==> src/hw/rtl/motor_homing_sequencer_defines.svh <==
// Assertion macros for the motor homing sequencer RTL.
// Included by files that carry concurrent assertions; no other dependencies.
`ifndef MOTOR_HOMING_SEQUENCER_DEFINES_SVH
`define MOTOR_HOMING_SEQUENCER_DEFINES_SVH

// Same-cycle implication, disabled during reset.
`define MHS_ASSERT_IMPL(label, clk, rst, ante, cons, msg) \
   label: assert property (@(posedge clk) disable iff (rst) (ante) |-> (cons)) else $error(msg);

// Next-cycle implication, disabled during reset.
`define MHS_ASSERT_NEXT(label, clk, rst, ante, cons, msg) \
   label: assert property (@(posedge clk) disable iff (rst) (ante) |=> (cons)) else $error(msg);

`endif

==> src/hw/rtl/mhs_pkg.sv <==
// Package for the motor homing sequencer: widths, codes, register map,
// configuration struct and controller/datapath command and status types.
`default_nettype none

package mhs_pkg;

   localparam int DataWidth = 32;
   localparam int TolWidth  = 31;
   localparam int WideWidth = DataWidth + 1;   // difference of two data words
   localparam int AddrWidth = 5;

   typedef enum logic [2:0] {
      REG_HOMING_VELOCITY = 3'd0,
      REG_MIN_POSITION    = 3'd1,
      REG_MAX_POSITION    = 3'd2,
      REG_ZERO_OFFSET     = 3'd3,
      REG_MOTION_LOW      = 3'd4,
      REG_MOTION_HIGH     = 3'd5,
      REG_MOTION_START    = 3'd6,
      REG_TOLERANCE       = 3'd7
   } reg_index_type;

   typedef enum logic [1:0] {
      PH_START  = 2'd0,
      PH_SEEK   = 2'd1,
      PH_MOVE   = 2'd2,
      PH_SETTLE = 2'd3
   } phase_type;

   typedef enum logic [1:0] {
      DRV_NONE     = 2'd0,
      DRV_VELOCITY = 2'd1,
      DRV_POSITION = 2'd2
   } drive_mode_type;

   typedef enum logic [2:0] {
      ST_IDLE,
      ST_PREP,
      ST_SIGN,
      ST_DIVIDE,
      ST_MAP,
      ST_CHECK,
      ST_COMMIT
   } ctl_state_type;

   typedef struct packed {
      logic signed [DataWidth-1:0] homing_velocity;
      logic signed [DataWidth-1:0] min_position;
      logic signed [DataWidth-1:0] max_position;
      logic signed [DataWidth-1:0] zero_offset;
      logic signed [DataWidth-1:0] motion_low;
      logic signed [DataWidth-1:0] motion_high;
      logic signed [DataWidth-1:0] motion_start;
      logic [TolWidth-1:0]         tolerance;
   } cfg_type;

   typedef struct packed {
      logic load;
      logic prep;
      logic div_start;
      logic map;
      logic check;
      logic commit;
   } ctl_cmd_type;

   typedef struct packed {
      logic need_target;
      logic div_done;
   } ctl_status_type;

endpackage

`default_nettype wire

==> src/hw/rtl/motor_homing_sequencer.sv <==
// Top level of the motor homing sequencer: configuration registers,
// controller and datapath. Depends on mhs_pkg, mhs_csr, mhs_ctrl, mhs_datapath.
`default_nettype none

// Steps a motor homing sequence once per accepted item (one control tick) and
// returns exactly one result item per input item. Items that restart the
// sequence, arrive while it is inactive, or fall in the start or seek-minimum
// phases skip the target computation and go from preparation straight to commit.
// Items in the move and settle phases compute the position target, min_position
// plus (clamped motion_start - motion_low) * (max_position - min_position) /
// (motion_high - motion_low), in a multiply-divide unit that retires one
// quotient bit per cycle over 33 bits. A new item is accepted while the previous
// result still waits on the result channel. Values are signed Q16.16; the mapping
// is a ratio, so the arithmetic does not depend on the binary point. Configuration
// registers sit at byte address 4*index and must be written only while the
// block is idle.
module motor_homing_sequencer
   import mhs_pkg::*;
(
   input  logic                        clock,
   input  logic                        reset,
   input  logic                        req_valid,
   output logic                        req_ready,
   input  logic                        req_restart,
   input  logic                        req_stalled,
   input  logic signed [DataWidth-1:0] req_measured_position,
   output logic                        rsp_valid,
   input  logic                        rsp_ready,
   output logic [1:0]                  rsp_drive_mode,
   output logic signed [DataWidth-1:0] rsp_drive_value,
   output logic                        rsp_rezero,
   output logic signed [DataWidth-1:0] rsp_rezero_value,
   output logic                        rsp_gains_select,
   output logic [1:0]                  rsp_phase,
   output logic                        rsp_busy_res,
   input  logic                        psel,
   input  logic                        penable,
   input  logic                        pwrite,
   input  logic [AddrWidth-1:0]        paddr,
   input  logic [DataWidth-1:0]        pwdata,
   output logic [DataWidth-1:0]        prdata,
   output logic                        pready
);

   cfg_type        cfg;
   ctl_cmd_type    cmd;
   ctl_status_type status;

   mhs_csr u_csr (
      .clock   (clock),
      .reset   (reset),
      .psel    (psel),
      .penable (penable),
      .pwrite  (pwrite),
      .paddr   (paddr),
      .pwdata  (pwdata),
      .prdata  (prdata),
      .pready  (pready),
      .cfg     (cfg)
   );

   mhs_ctrl u_ctrl (
      .clock     (clock),
      .reset     (reset),
      .req_valid (req_valid),
      .req_ready (req_ready),
      .rsp_valid (rsp_valid),
      .rsp_ready (rsp_ready),
      .cmd       (cmd),
      .status    (status)
   );

   mhs_datapath u_datapath (
      .clock                 (clock),
      .reset                 (reset),
      .cmd                   (cmd),
      .status                (status),
      .cfg                   (cfg),
      .req_restart           (req_restart),
      .req_stalled           (req_stalled),
      .req_measured_position (req_measured_position),
      .rsp_drive_mode        (rsp_drive_mode),
      .rsp_drive_value       (rsp_drive_value),
      .rsp_rezero            (rsp_rezero),
      .rsp_rezero_value      (rsp_rezero_value),
      .rsp_gains_select      (rsp_gains_select),
      .rsp_phase             (rsp_phase),
      .rsp_busy_res          (rsp_busy_res)
   );

endmodule

`default_nettype wire

==> src/hw/rtl/mhs_csr.sv <==
// Configuration register file of the motor homing sequencer, APB-style port.
// Depends on mhs_pkg for the register map and the configuration struct.
`default_nettype none

module mhs_csr
   import mhs_pkg::*;
(
   input  logic                 clock,
   input  logic                 reset,
   input  logic                 psel,
   input  logic                 penable,
   input  logic                 pwrite,
   input  logic [AddrWidth-1:0] paddr,
   input  logic [DataWidth-1:0] pwdata,
   output logic [DataWidth-1:0] prdata,
   output logic                 pready,
   output cfg_type              cfg
);

   cfg_type       cfg_ff, cfg_in;
   logic          wr_en;
   reg_index_type idx;

   assign wr_en  = psel && penable && pwrite;
   assign idx    = reg_index_type'(paddr[AddrWidth-1:2]);
   assign pready = 1'b1;
   assign cfg    = cfg_ff;

   always_comb begin
      cfg_in = cfg_ff;
      if (wr_en) begin
         unique case (idx)
            REG_HOMING_VELOCITY: cfg_in.homing_velocity = pwdata;
            REG_MIN_POSITION:    cfg_in.min_position    = pwdata;
            REG_MAX_POSITION:    cfg_in.max_position    = pwdata;
            REG_ZERO_OFFSET:     cfg_in.zero_offset     = pwdata;
            REG_MOTION_LOW:      cfg_in.motion_low      = pwdata;
            REG_MOTION_HIGH:     cfg_in.motion_high     = pwdata;
            REG_MOTION_START:    cfg_in.motion_start    = pwdata;
            REG_TOLERANCE:       cfg_in.tolerance       = pwdata[TolWidth-1:0];
            default:             cfg_in = cfg_ff;
         endcase
      end
   end

   always_comb begin
      unique case (idx)
         REG_HOMING_VELOCITY: prdata = cfg_ff.homing_velocity;
         REG_MIN_POSITION:    prdata = cfg_ff.min_position;
         REG_MAX_POSITION:    prdata = cfg_ff.max_position;
         REG_ZERO_OFFSET:     prdata = cfg_ff.zero_offset;
         REG_MOTION_LOW:      prdata = cfg_ff.motion_low;
         REG_MOTION_HIGH:     prdata = cfg_ff.motion_high;
         REG_MOTION_START:    prdata = cfg_ff.motion_start;
         REG_TOLERANCE:       prdata = {{(DataWidth-TolWidth){1'b0}}, cfg_ff.tolerance};
         default:             prdata = '0;
      endcase
   end

   always_ff @(posedge clock) begin
      if (reset) begin
         cfg_ff <= '0;
      end else begin
         cfg_ff <= cfg_in;
      end
   end

endmodule

`default_nettype wire

==> src/hw/rtl/mhs_muldiv.sv <==
// Iterative unit for floor(a*b/c) with a <= c: one bit of b per cycle,
// shift-add into the remainder and subtract c up to twice. Uses mhs_pkg widths.
`default_nettype none

module mhs_muldiv
   import mhs_pkg::*;
(
   input  logic                 clock,
   input  logic                 reset,
   input  logic                 start,
   input  logic [WideWidth-1:0] mul_a,
   input  logic [WideWidth-1:0] mul_b,
   input  logic [WideWidth-1:0] div_c,
   output logic [WideWidth-1:0] quotient,
   output logic                 done
);

   localparam int CntWidth = $clog2(WideWidth);
   localparam int RemWidth = WideWidth + 2;

   logic                 busy_ff, busy_in;
   logic                 done_ff, done_in;
   logic [CntWidth-1:0]  cnt_ff, cnt_in;
   logic [WideWidth-1:0] a_ff, a_in;
   logic [WideWidth-1:0] b_ff, b_in;
   logic [WideWidth-1:0] c_ff, c_in;
   logic [WideWidth-1:0] r_ff, r_in;
   logic [WideWidth-1:0] q_ff, q_in;
   logic [RemWidth-1:0]  r2;
   logic [RemWidth:0]    s1, s2;
   logic [1:0]           digit;

   assign quotient = q_ff;
   assign done     = done_ff;

   always_comb begin
      r2 = {1'b0, r_ff, 1'b0} + (b_ff[WideWidth-1] ? {2'b00, a_ff} : {RemWidth{1'b0}});
      s1 = {1'b0, r2} - {3'b000, c_ff};
      s2 = {1'b0, r2} - {2'b00, c_ff, 1'b0};
      if (!s2[RemWidth]) begin
         digit = 2'd2;
      end else if (!s1[RemWidth]) begin
         digit = 2'd1;
      end else begin
         digit = 2'd0;
      end

      busy_in = busy_ff;
      done_in = 1'b0;
      cnt_in  = cnt_ff;
      a_in    = a_ff;
      b_in    = b_ff;
      c_in    = c_ff;
      r_in    = r_ff;
      q_in    = q_ff;
      if (start) begin
         busy_in = 1'b1;
         cnt_in  = CntWidth'(WideWidth - 1);
         a_in    = mul_a;
         b_in    = mul_b;
         c_in    = div_c;
         r_in    = '0;
         q_in    = '0;
      end else if (busy_ff) begin
         b_in = {b_ff[WideWidth-2:0], 1'b0};
         q_in = {q_ff[WideWidth-2:0], 1'b0} + {{(WideWidth-2){1'b0}}, digit};
         case (digit)
            2'd2:    r_in = s2[WideWidth-1:0];
            2'd1:    r_in = s1[WideWidth-1:0];
            default: r_in = r2[WideWidth-1:0];
         endcase
         cnt_in = cnt_ff - 1'b1;
         if (cnt_ff == '0) begin
            busy_in = 1'b0;
            done_in = 1'b1;
         end
      end
   end

   always_ff @(posedge clock) begin
      if (reset) begin
         busy_ff <= 1'b0;
         done_ff <= 1'b0;
      end else begin
         busy_ff <= busy_in;
         done_ff <= done_in;
      end
      cnt_ff <= cnt_in;
      a_ff   <= a_in;
      b_ff   <= b_in;
      c_ff   <= c_in;
      r_ff   <= r_in;
      q_ff   <= q_in;
   end

endmodule

`default_nettype wire

==> src/hw/rtl/mhs_datapath.sv <==
// Datapath of the motor homing sequencer: item capture, target mapping,
// homing sequence state and result registers. Depends on mhs_pkg, mhs_muldiv.
`default_nettype none

module mhs_datapath
   import mhs_pkg::*;
(
   input  logic                        clock,
   input  logic                        reset,
   input  ctl_cmd_type                 cmd,
   output ctl_status_type              status,
   input  cfg_type                     cfg,
   input  logic                        req_restart,
   input  logic                        req_stalled,
   input  logic signed [DataWidth-1:0] req_measured_position,
   output logic [1:0]                  rsp_drive_mode,
   output logic signed [DataWidth-1:0] rsp_drive_value,
   output logic                        rsp_rezero,
   output logic signed [DataWidth-1:0] rsp_rezero_value,
   output logic                        rsp_gains_select,
   output logic [1:0]                  rsp_phase,
   output logic                        rsp_busy_res
);

   localparam int TargetWidth = DataWidth + 2;

   // captured item
   logic                        restart_ff, restart_in;
   logic                        stalled_ff, stalled_in;
   logic signed [DataWidth-1:0] pos_ff, pos_in;

   // target mapping
   logic signed [WideWidth-1:0]   num_ff, num_in;
   logic signed [WideWidth-1:0]   den_ff, den_in;
   logic signed [WideWidth-1:0]   span_ff, span_in;
   logic                          neg_ff, neg_in;
   logic                          den_zero_ff, den_zero_in;
   logic signed [TargetWidth-1:0] traw_ff, traw_in;
   logic signed [DataWidth-1:0]   target_ff, target_in;
   logic signed [WideWidth-1:0]   err_ff, err_in;

   // homing sequence state
   phase_type phase_ff, phase_in;
   logic      active_ff, active_in;
   logic      min_reached_ff, min_reached_in;
   logic      gains_ff, gains_in;

   // result registers
   drive_mode_type              mode_ff, mode_in;
   logic signed [DataWidth-1:0] value_ff, value_in;
   logic                        rezero_ff, rezero_in;
   logic signed [DataWidth-1:0] rezero_value_ff, rezero_value_in;

   // combinational helpers
   logic signed [DataWidth-1:0]   m_low, m_high, m_start, m_clamp;
   logic signed [DataWidth-1:0]   p_min, p_max, t_clamp;
   logic signed [TargetWidth-1:0] min_ext, max_ext, q_signed;
   logic [WideWidth-1:0]          abs_num, abs_span, abs_den, quotient;
   logic signed [WideWidth-1:0]   tol_pos, tol_neg, rz_sum;
   logic                          in_band, div_done;

   mhs_muldiv u_muldiv (
      .clock    (clock),
      .reset    (reset),
      .start    (cmd.div_start),
      .mul_a    (abs_num),
      .mul_b    (abs_span),
      .div_c    (abs_den),
      .quotient (quotient),
      .done     (div_done)
   );

   assign status.need_target = !restart_ff && active_ff
                               && ((phase_ff == PH_MOVE) || (phase_ff == PH_SETTLE));
   assign status.div_done    = div_done;

   assign m_low   = cfg.motion_low;
   assign m_high  = cfg.motion_high;
   assign m_start = cfg.motion_start;
   assign p_min   = cfg.min_position;
   assign p_max   = cfg.max_position;
   assign min_ext = {{2{p_min[DataWidth-1]}}, p_min};
   assign max_ext = {{2{p_max[DataWidth-1]}}, p_max};

   // item capture and the mapping pipeline
   always_comb begin
      restart_in = restart_ff;
      stalled_in = stalled_ff;
      pos_in     = pos_ff;
      if (cmd.load) begin
         restart_in = req_restart;
         stalled_in = req_stalled;
         pos_in     = req_measured_position;
      end

      // below low gives low, else above high gives high
      if (m_start < m_low) begin
         m_clamp = m_low;
      end else if (m_start > m_high) begin
         m_clamp = m_high;
      end else begin
         m_clamp = m_start;
      end
      num_in  = num_ff;
      den_in  = den_ff;
      span_in = span_ff;
      if (cmd.prep) begin
         num_in  = {m_clamp[DataWidth-1], m_clamp} - {m_low[DataWidth-1], m_low};
         den_in  = {m_high[DataWidth-1], m_high} - {m_low[DataWidth-1], m_low};
         span_in = {p_max[DataWidth-1], p_max} - {p_min[DataWidth-1], p_min};
      end

      abs_num  = num_ff[WideWidth-1]  ? ({WideWidth{1'b0}} - num_ff)  : num_ff;
      abs_span = span_ff[WideWidth-1] ? ({WideWidth{1'b0}} - span_ff) : span_ff;
      abs_den  = den_ff[WideWidth-1]  ? ({WideWidth{1'b0}} - den_ff)  : den_ff;
      neg_in      = neg_ff;
      den_zero_in = den_zero_ff;
      if (cmd.div_start) begin
         neg_in      = num_ff[WideWidth-1] ^ den_ff[WideWidth-1] ^ span_ff[WideWidth-1];
         den_zero_in = (den_ff == '0);
      end

      q_signed = neg_ff ? ({TargetWidth{1'b0}} - {1'b0, quotient}) : {1'b0, quotient};
      traw_in  = traw_ff;
      if (cmd.map) begin
         traw_in = den_zero_ff ? min_ext : (min_ext + q_signed);
      end

      if (traw_ff < min_ext) begin
         t_clamp = p_min;
      end else if (traw_ff > max_ext) begin
         t_clamp = p_max;
      end else begin
         t_clamp = traw_ff[DataWidth-1:0];
      end
      target_in = target_ff;
      err_in    = err_ff;
      if (cmd.check) begin
         target_in = t_clamp;
         err_in    = {pos_ff[DataWidth-1], pos_ff} - {t_clamp[DataWidth-1], t_clamp};
      end
   end

   // one step of the homing sequence
   always_comb begin
      tol_pos = {{(WideWidth-TolWidth){1'b0}}, cfg.tolerance};
      tol_neg = {WideWidth{1'b0}} - tol_pos;
      in_band = (err_ff < tol_pos) && (err_ff > tol_neg);
      rz_sum  = {p_min[DataWidth-1], p_min}
                + {cfg.zero_offset[DataWidth-1], cfg.zero_offset};

      phase_in        = phase_ff;
      active_in       = active_ff;
      min_reached_in  = min_reached_ff;
      gains_in        = gains_ff;
      mode_in         = DRV_NONE;
      value_in        = '0;
      rezero_in       = 1'b0;
      rezero_value_in = '0;

      if (restart_ff) begin
         phase_in       = PH_START;
         active_in      = 1'b1;
         min_reached_in = 1'b0;
      end else if (active_ff) begin
         unique case (phase_ff)
            PH_START: begin
               gains_in = 1'b1;
               phase_in = PH_SEEK;
            end
            PH_SEEK: begin
               if (min_reached_ff) begin
                  phase_in       = PH_MOVE;
                  min_reached_in = 1'b0;
               end else if (stalled_ff) begin
                  rezero_in = 1'b1;
                  // saturate min plus offset
                  if (rz_sum[WideWidth-1] != rz_sum[DataWidth-1]) begin
                     rezero_value_in = rz_sum[WideWidth-1]
                                       ? {1'b1, {(DataWidth-1){1'b0}}}
                                       : {1'b0, {(DataWidth-1){1'b1}}};
                  end else begin
                     rezero_value_in = rz_sum[DataWidth-1:0];
                  end
                  mode_in        = DRV_VELOCITY;
                  min_reached_in = 1'b1;
               end else begin
                  mode_in  = DRV_VELOCITY;
                  value_in = cfg.homing_velocity;
               end
            end
            PH_MOVE: begin
               mode_in  = DRV_POSITION;
               value_in = target_ff;
               if (in_band) begin
                  phase_in = PH_SETTLE;
               end
            end
            PH_SETTLE: begin
               if (in_band) begin
                  phase_in  = PH_START;
                  active_in = 1'b0;
                  gains_in  = 1'b0;
               end else begin
                  mode_in  = DRV_POSITION;
                  value_in = target_ff;
               end
            end
            default: phase_in = PH_START;
         endcase
      end
   end

   assign rsp_drive_mode   = mode_ff;
   assign rsp_drive_value  = value_ff;
   assign rsp_rezero       = rezero_ff;
   assign rsp_rezero_value = rezero_value_ff;
   assign rsp_gains_select = gains_ff;
   assign rsp_phase        = phase_ff;
   assign rsp_busy_res     = active_ff;

   always_ff @(posedge clock) begin
      if (reset) begin
         phase_ff       <= PH_START;
         active_ff      <= 1'b1;
         min_reached_ff <= 1'b0;
         gains_ff       <= 1'b0;
      end else if (cmd.commit) begin
         phase_ff       <= phase_in;
         active_ff      <= active_in;
         min_reached_ff <= min_reached_in;
         gains_ff       <= gains_in;
      end
      if (cmd.commit) begin
         mode_ff         <= mode_in;
         value_ff        <= value_in;
         rezero_ff       <= rezero_in;
         rezero_value_ff <= rezero_value_in;
      end
      restart_ff  <= restart_in;
      stalled_ff  <= stalled_in;
      pos_ff      <= pos_in;
      num_ff      <= num_in;
      den_ff      <= den_in;
      span_ff     <= span_in;
      neg_ff      <= neg_in;
      den_zero_ff <= den_zero_in;
      traw_ff     <= traw_in;
      target_ff   <= target_in;
      err_ff      <= err_in;
   end

endmodule

`default_nettype wire

==> src/hw/rtl/mhs_ctrl.sv <==
// Controller of the motor homing sequencer: handshakes and step sequencing.
// Depends on mhs_pkg and the assertion macros in the defines header.
`default_nettype none
`include "motor_homing_sequencer_defines.svh"

module mhs_ctrl
   import mhs_pkg::*;
(
   input  logic           clock,
   input  logic           reset,
   input  logic           req_valid,
   output logic           req_ready,
   output logic           rsp_valid,
   input  logic           rsp_ready,
   output ctl_cmd_type    cmd,
   input  ctl_status_type status
);

   ctl_state_type state_ff, state_in;
   logic          rsp_valid_ff, rsp_valid_in;
   logic          out_free;

   assign out_free  = !rsp_valid_ff || rsp_ready;
   assign rsp_valid = rsp_valid_ff;

   always_comb begin
      state_in = state_ff;
      unique case (state_ff)
         ST_IDLE:   if (req_valid) state_in = ST_PREP;
         ST_PREP:   state_in = status.need_target ? ST_SIGN : ST_COMMIT;
         ST_SIGN:   state_in = ST_DIVIDE;
         ST_DIVIDE: if (status.div_done) state_in = ST_MAP;
         ST_MAP:    state_in = ST_CHECK;
         ST_CHECK:  state_in = ST_COMMIT;
         ST_COMMIT: if (out_free) state_in = ST_IDLE;
         default:   state_in = ST_IDLE;
      endcase
   end

   always_comb begin
      req_ready     = (state_ff == ST_IDLE);
      cmd.load      = req_valid && (state_ff == ST_IDLE);
      cmd.prep      = (state_ff == ST_PREP);
      cmd.div_start = (state_ff == ST_SIGN);
      cmd.map       = (state_ff == ST_MAP);
      cmd.check     = (state_ff == ST_CHECK);
      cmd.commit    = (state_ff == ST_COMMIT) && out_free;
   end

   always_comb begin
      rsp_valid_in = rsp_valid_ff;
      if (cmd.commit) begin
         rsp_valid_in = 1'b1;
      end else if (rsp_ready) begin
         rsp_valid_in = 1'b0;
      end
   end

   always_ff @(posedge clock) begin
      if (reset) begin
         state_ff     <= ST_IDLE;
         rsp_valid_ff <= 1'b0;
      end else begin
         state_ff     <= state_in;
         rsp_valid_ff <= rsp_valid_in;
      end
   end

   `MHS_ASSERT_IMPL(a_commit_room, clock, reset, cmd.commit, !rsp_valid_ff || rsp_ready, "result register overwritten before taken")
   `MHS_ASSERT_IMPL(a_done_in_divide, clock, reset, status.div_done, state_ff == ST_DIVIDE, "divider finished outside the divide state")
   `MHS_ASSERT_NEXT(a_accept_prep, clock, reset, req_valid && req_ready, state_ff == ST_PREP, "accepted item did not start preparation")
   `MHS_ASSERT_NEXT(a_commit_shows, clock, reset, cmd.commit, rsp_valid_ff && state_ff == ST_IDLE, "committed result not presented")

endmodule

`default_nettype wire

==> config.mk <==
export PLATFORM = sky130hd
export DESIGN_NAME = motor_homing_sequencer
export DESIGN_NICKNAME = d
export VERILOG_FILES = /design/src/hw/rtl/mhs_pkg.sv /design/src/hw/rtl/motor_homing_sequencer.sv /design/src/hw/rtl/mhs_csr.sv /design/src/hw/rtl/mhs_muldiv.sv /design/src/hw/rtl/mhs_datapath.sv /design/src/hw/rtl/mhs_ctrl.sv
export VERILOG_INCLUDE_DIRS = /design/src /design/src/hw/rtl
export SDC_FILE = /design/constraint.sdc
export NUM_CORES = 2
export LEC_CHECK = 0
export BUFFER_PORTS_ARGS = -buffer_cell sky130_fd_sc_hd__buf_2
export CAP_MARGIN = 20
export CORE_MARGIN = 3
export CORE_UTILIZATION = 40
export CTS_BUF_LIST = sky130_fd_sc_hd__clkbuf_2
export DETAILED_ROUTE_END_ITERATION = 8
export GPL_TIMING_DRIVEN = 0
export MAX_ROUTING_LAYER = met4
export PLACE_DENSITY = 0.67
export RECOVER_POWER = 25
export SYNTH_ARGS = -nofsm -noshare
export SYNTH_HDL_FRONTEND = slang
export SYNTH_SLANG_ARGS = --single-unit
==> constraint.sdc <==
create_clock -name clock -period 9.4 [get_ports clock]
set_clock_uncertainty 0.2 [all_clocks]
set_input_delay 0.94 -clock clock [delete_from_list [all_inputs] [get_ports clock]]
set_output_delay 0.94 -clock clock [all_outputs]
set_load 0.1 [all_outputs]
==> run_results.csv <==
group,metric,value,unit
die,die_h,366,um
setup_path,critical_path.top_delay_family,"compound AO/OA/AOI/OAI gates",
global_routing,antenna_found_initial,11,
sta,setup_ws,0.836,ns
clock_network,post-cts-setup-buffers,0,
synthesis,synth-seq-cells,738,
flow_run,maxCapViolations,7,
cells_and_area,utilization,45.7,%
synthesis,synth.distinct_cells,87,
power_and_ir_drop,leakage,23.3,nW
power_and_ir_drop,finalPower,12.0,mW
die,fp.dieW,366,um
setup_path,rr_endpoint,"u_datapath.u_muldiv.quotient[31]",
drt,wl,197000,um
sta,setup_viol,0,
synthesis,synth_flop_cell,"edfxtp_1",
placed_design,post-place-ws,-0.166,ns
setup_path,reg2reg_depth,33,
clock_network,cts_tree,"done",
global_routing,gr-usage-all-layers,29.2,%
power_and_ir_drop,ir_worst_vdd,0.111,mV
global_routing,grt_pass1_wl,287000,um
clock_network,clock_latency,1.73,ns
placed_design,port_buffers,147,
setup_path,critPathLaunchType,"flop",
drt,via_per_inst,5.72,
setup_path,crit_path_start,"u_datapath.u_muldiv.b_ff[32]",
drt,drt-met1-wl,80900,um
clock_network,cts_htree_levels,4,
outcome,status,"finished with violations",
cells_and_area,fill_cells,12600,
cells_and_area,multi_input_area,30900,um^2
drt,drt_iter0_drc,4465,
placed_design,place_hpwl,153000,um
drt,wl_met2,86400,um
drt,wl_met3,15100,um
global_routing,grt_max_degree,50,
setup_path,crit_cells,33,
sta,maxSlewHeadroom,-115,%
synthesis,synth_cells,5813,
synthesis,yosysWarnings,0,
synthesis,netlist_area,51900,um^2
die,die_area,134000,um^2
setup_path,crit_type,"reg2reg",
synthesis,async_flop_share,0,%
cells_and_area,drive_gt1_share,10.3,%
drt,dr_total_vias,47100,
setup_path,cp.required,10.76,ns
clock_network,ctsLongestPathBuffers,3,
global_routing,grt_pass1_vias,45000,
cells_and_area,final-seq-area,18800,um^2
synthesis,synth_area_per_cell,8.94,um^2
synthesis,synth_edf_count,400,
sta,period_needed,8.56,ns
sta,max_freq,0.117,GHz
cells_and_area,fin_nets,6914,
setup_path,endpoint,"u_datapath.u_muldiv.quotient[31]",
drt,drtPass1Iterations,6,
setup_path,cpMostUsedCell,"ha_1",
die,initial_utilization,40.5,%
setup_path,crit_path_top_delay_cell,"edfxtp_1",
clock_network,cts.sinks,738,
setup_path,reg2reg_slack,0.84,ns
cells_and_area,syn2layout_area_growth,12.9,%
worst_hold_path,hold_class,"in2reg",
setup_path,timing.rr.start,"u_datapath.u_muldiv.b_ff[32]",
power_and_ir_drop,power_density,205,nW/um^2
drt,drcViolationCount,0,
setup_path,max_stage_delay,0.66,ns
placed_design,gp_congestion,1.08,
outcome,violations,"max-capacitance violations, max-slew violations",
setup_path,critPathCaptureType,"flop",
sta,tightest_slew,3.22,ns
sta,slew_viol_final,254,
die,num_rows,131,
drt,wire_per_inst,23.9,um
clock_network,clockRootBuffer,"clkbuf_2",
clock_network,cts.clk_slew.worst_paths,0.11,ns
drt,dr.max_layer_used,"met4",
sta,hold_violations,0,
die,core-area,128000,um^2
clock_network,cts_buffers,192,
global_routing,grt.overflow.total,0,
setup_path,crit_buf_inv,4,
sta,period_share,91.1,%
synthesis,ys_seq_area_share,36.2,%
synthesis,syn_nets,6398,
sta,rsz0062_at_grt,"no",
setup_path,critPathMaxFanout,19,
drt,ant_nets,0,
setup_path,critPathArrivalTime,9.93,ns
die,io_pins,184,
[worst register-to-register path: cells and delay by family (launching register included)]
family | cells | cell delay [ns]
AND/OR/NAND/NOR | 9 | 1.88
flip-flops | 1 | 0.66
adder cells (fa/ha/maj) | 5 | 1.28
XOR/XNOR | 2 | 0.53
buffers and inverters | 4 | 0.97
AO/OA/AOI/OAI | 13 | 3.01
[Yosys cell counts (all sizes together), types with 40 or more instances]
master  count  area [um^2]
nand2     816         3060
a21oi     613         3070
ha        498         6230
edfxtp    400        12000
dfxtp     338         6770
o21ai     334         1670
inv       299         1120
nor2      299         1120
xnor2     297         2600
clkbuf    249          973
a21o      204         1530
mux2i     140         1400
xor2      134         1170
nand3      88          440
mux2       80          901
nor3       69          345
nand4      61          382
nor2b      61          382
nand2b     59          384
o31ai      55          445
a211oi     52          390
and2       50          313
o21a       50          375
or3        40          260
[worst min-delay path by stage]
stage / start / end / slack (ns) / cells after the start
floorplan: u_datapath.u_muldiv.r_ff[23] / u_datapath.u_muldiv.r_ff[23] / 0.22 / 2
global placement: u_datapath.u_muldiv.r_ff[23] / u_datapath.u_muldiv.r_ff[23] / 0.23 / 2
detailed placement: u_datapath.u_muldiv.r_ff[23] / u_datapath.u_muldiv.r_ff[23] / 0.24 / 2
CTS: pwdata[10] / u_csr.cfg[137] / 0.001 / 4
global route: pwdata[27] / u_csr.cfg[27] / 0.005 / 4
finish: pwdata[12] / u_csr.cfg[235] / 0.16 / 4
[area by class of cell]
cell class	count	share of cell area, %
repair buffers	323	4.23
multi-input cells	4497	52.8
plain buffers	278	1.90
inverters	299	1.91
clock inverters	75	1.05
diodes	12	0.0512
flip-flops and latches	738	32.0
clock buffers	276	2.36
well taps	1729	3.69
[registers in the layout (all words and copies together), names as in the netlist, 33 cells and up]
register,flops
u_csr.cfg,255
u_datapath.traw_ff,34
u_datapath.den_ff,33
u_datapath.err_ff,33
u_datapath.num_ff,33
u_datapath.span_ff,33
u_datapath.u_muldiv.a_ff,33
u_datapath.u_muldiv.b_ff,33
u_datapath.u_muldiv.c_ff,33
u_datapath.u_muldiv.quotient,33
u_datapath.u_muldiv.r_ff,33
[layer usage]
metal / vias to the layer above / GRT usage [%]
li1: 22200 / -
met1: 22200 / 36.3
met2: 2120 / 44.7
met3: 546 / 4.42
met4: 0 / 18.4
met5: - / -
[cell usage in the layout (no fill, tap or decap), types with 61 or more instances in the layout]
master	Yosys	layout
mux2i_1	140	140
clkbuf_1	218	227
ha_1	498	498
buf_2	8	152
nand4_1	61	61
mux2_2	80	80
nand3_1	88	88
nor3_1	69	69
nand2_1	816	816
clkbuf_2	31	308
xnor2_1	297	297
edfxtp_1	400	400
a21o_1	204	204
dfxtp_1	338	338
inv_1	297	297
a21oi_1	613	613
nor2b_1	61	61
xor2_1	134	134
dlygate4sd3_1	0	160
o21ai_0	328	328
nor2_1	298	298
[logic make-up (layout without fill, tap and decap cells)]
logic type / after synthesis / after routing / share of synthesized area (%)
fa+ha+maj: 507 / 507 / 12.3
mux: 246 / 246 / 5.56
flops: 738 / 738 / 36.2
simple gates: 1670 / 1670 / 14.6
other cells: 1 / 13 / 0.00722
compound gates: 1642 / 1642 / 19.7
buf+inv: 578 / 1251 / 4.30
xor+xnor: 431 / 431 / 7.27
[per-stage QoR]
step,cells,hold slack (ns),setup TNS [ns],area [um^2]
2_1_floorplan,5813,0.222,0,51900
6_report,8227,0.160,0,58600
3_5_place_dp,7704,0.244,-0.517,55100
3_3_place_gp,7689,0.234,-0.172,54800
4_1_cts,8215,0.00113,0,58700
5_1_grt,8226,0.00529,0,58600
[power breakdown]
part	total, mW	switching, mW	internal, mW
combinational	5.34	3.28	2.06
sequential	4.08	0.247	3.83
clock	2.59	1.51	1.09
total	12.0	5.03	6.98
[timing repair]
item | in CTS | in global routing
endpoints found under the hold margin | 399 | 0
gates resized for setup | 1 | 5
hold buffers | 160 | 0
endpoints found under the setup margin | 4 | 10
Power figures use the tool's default switching activity.
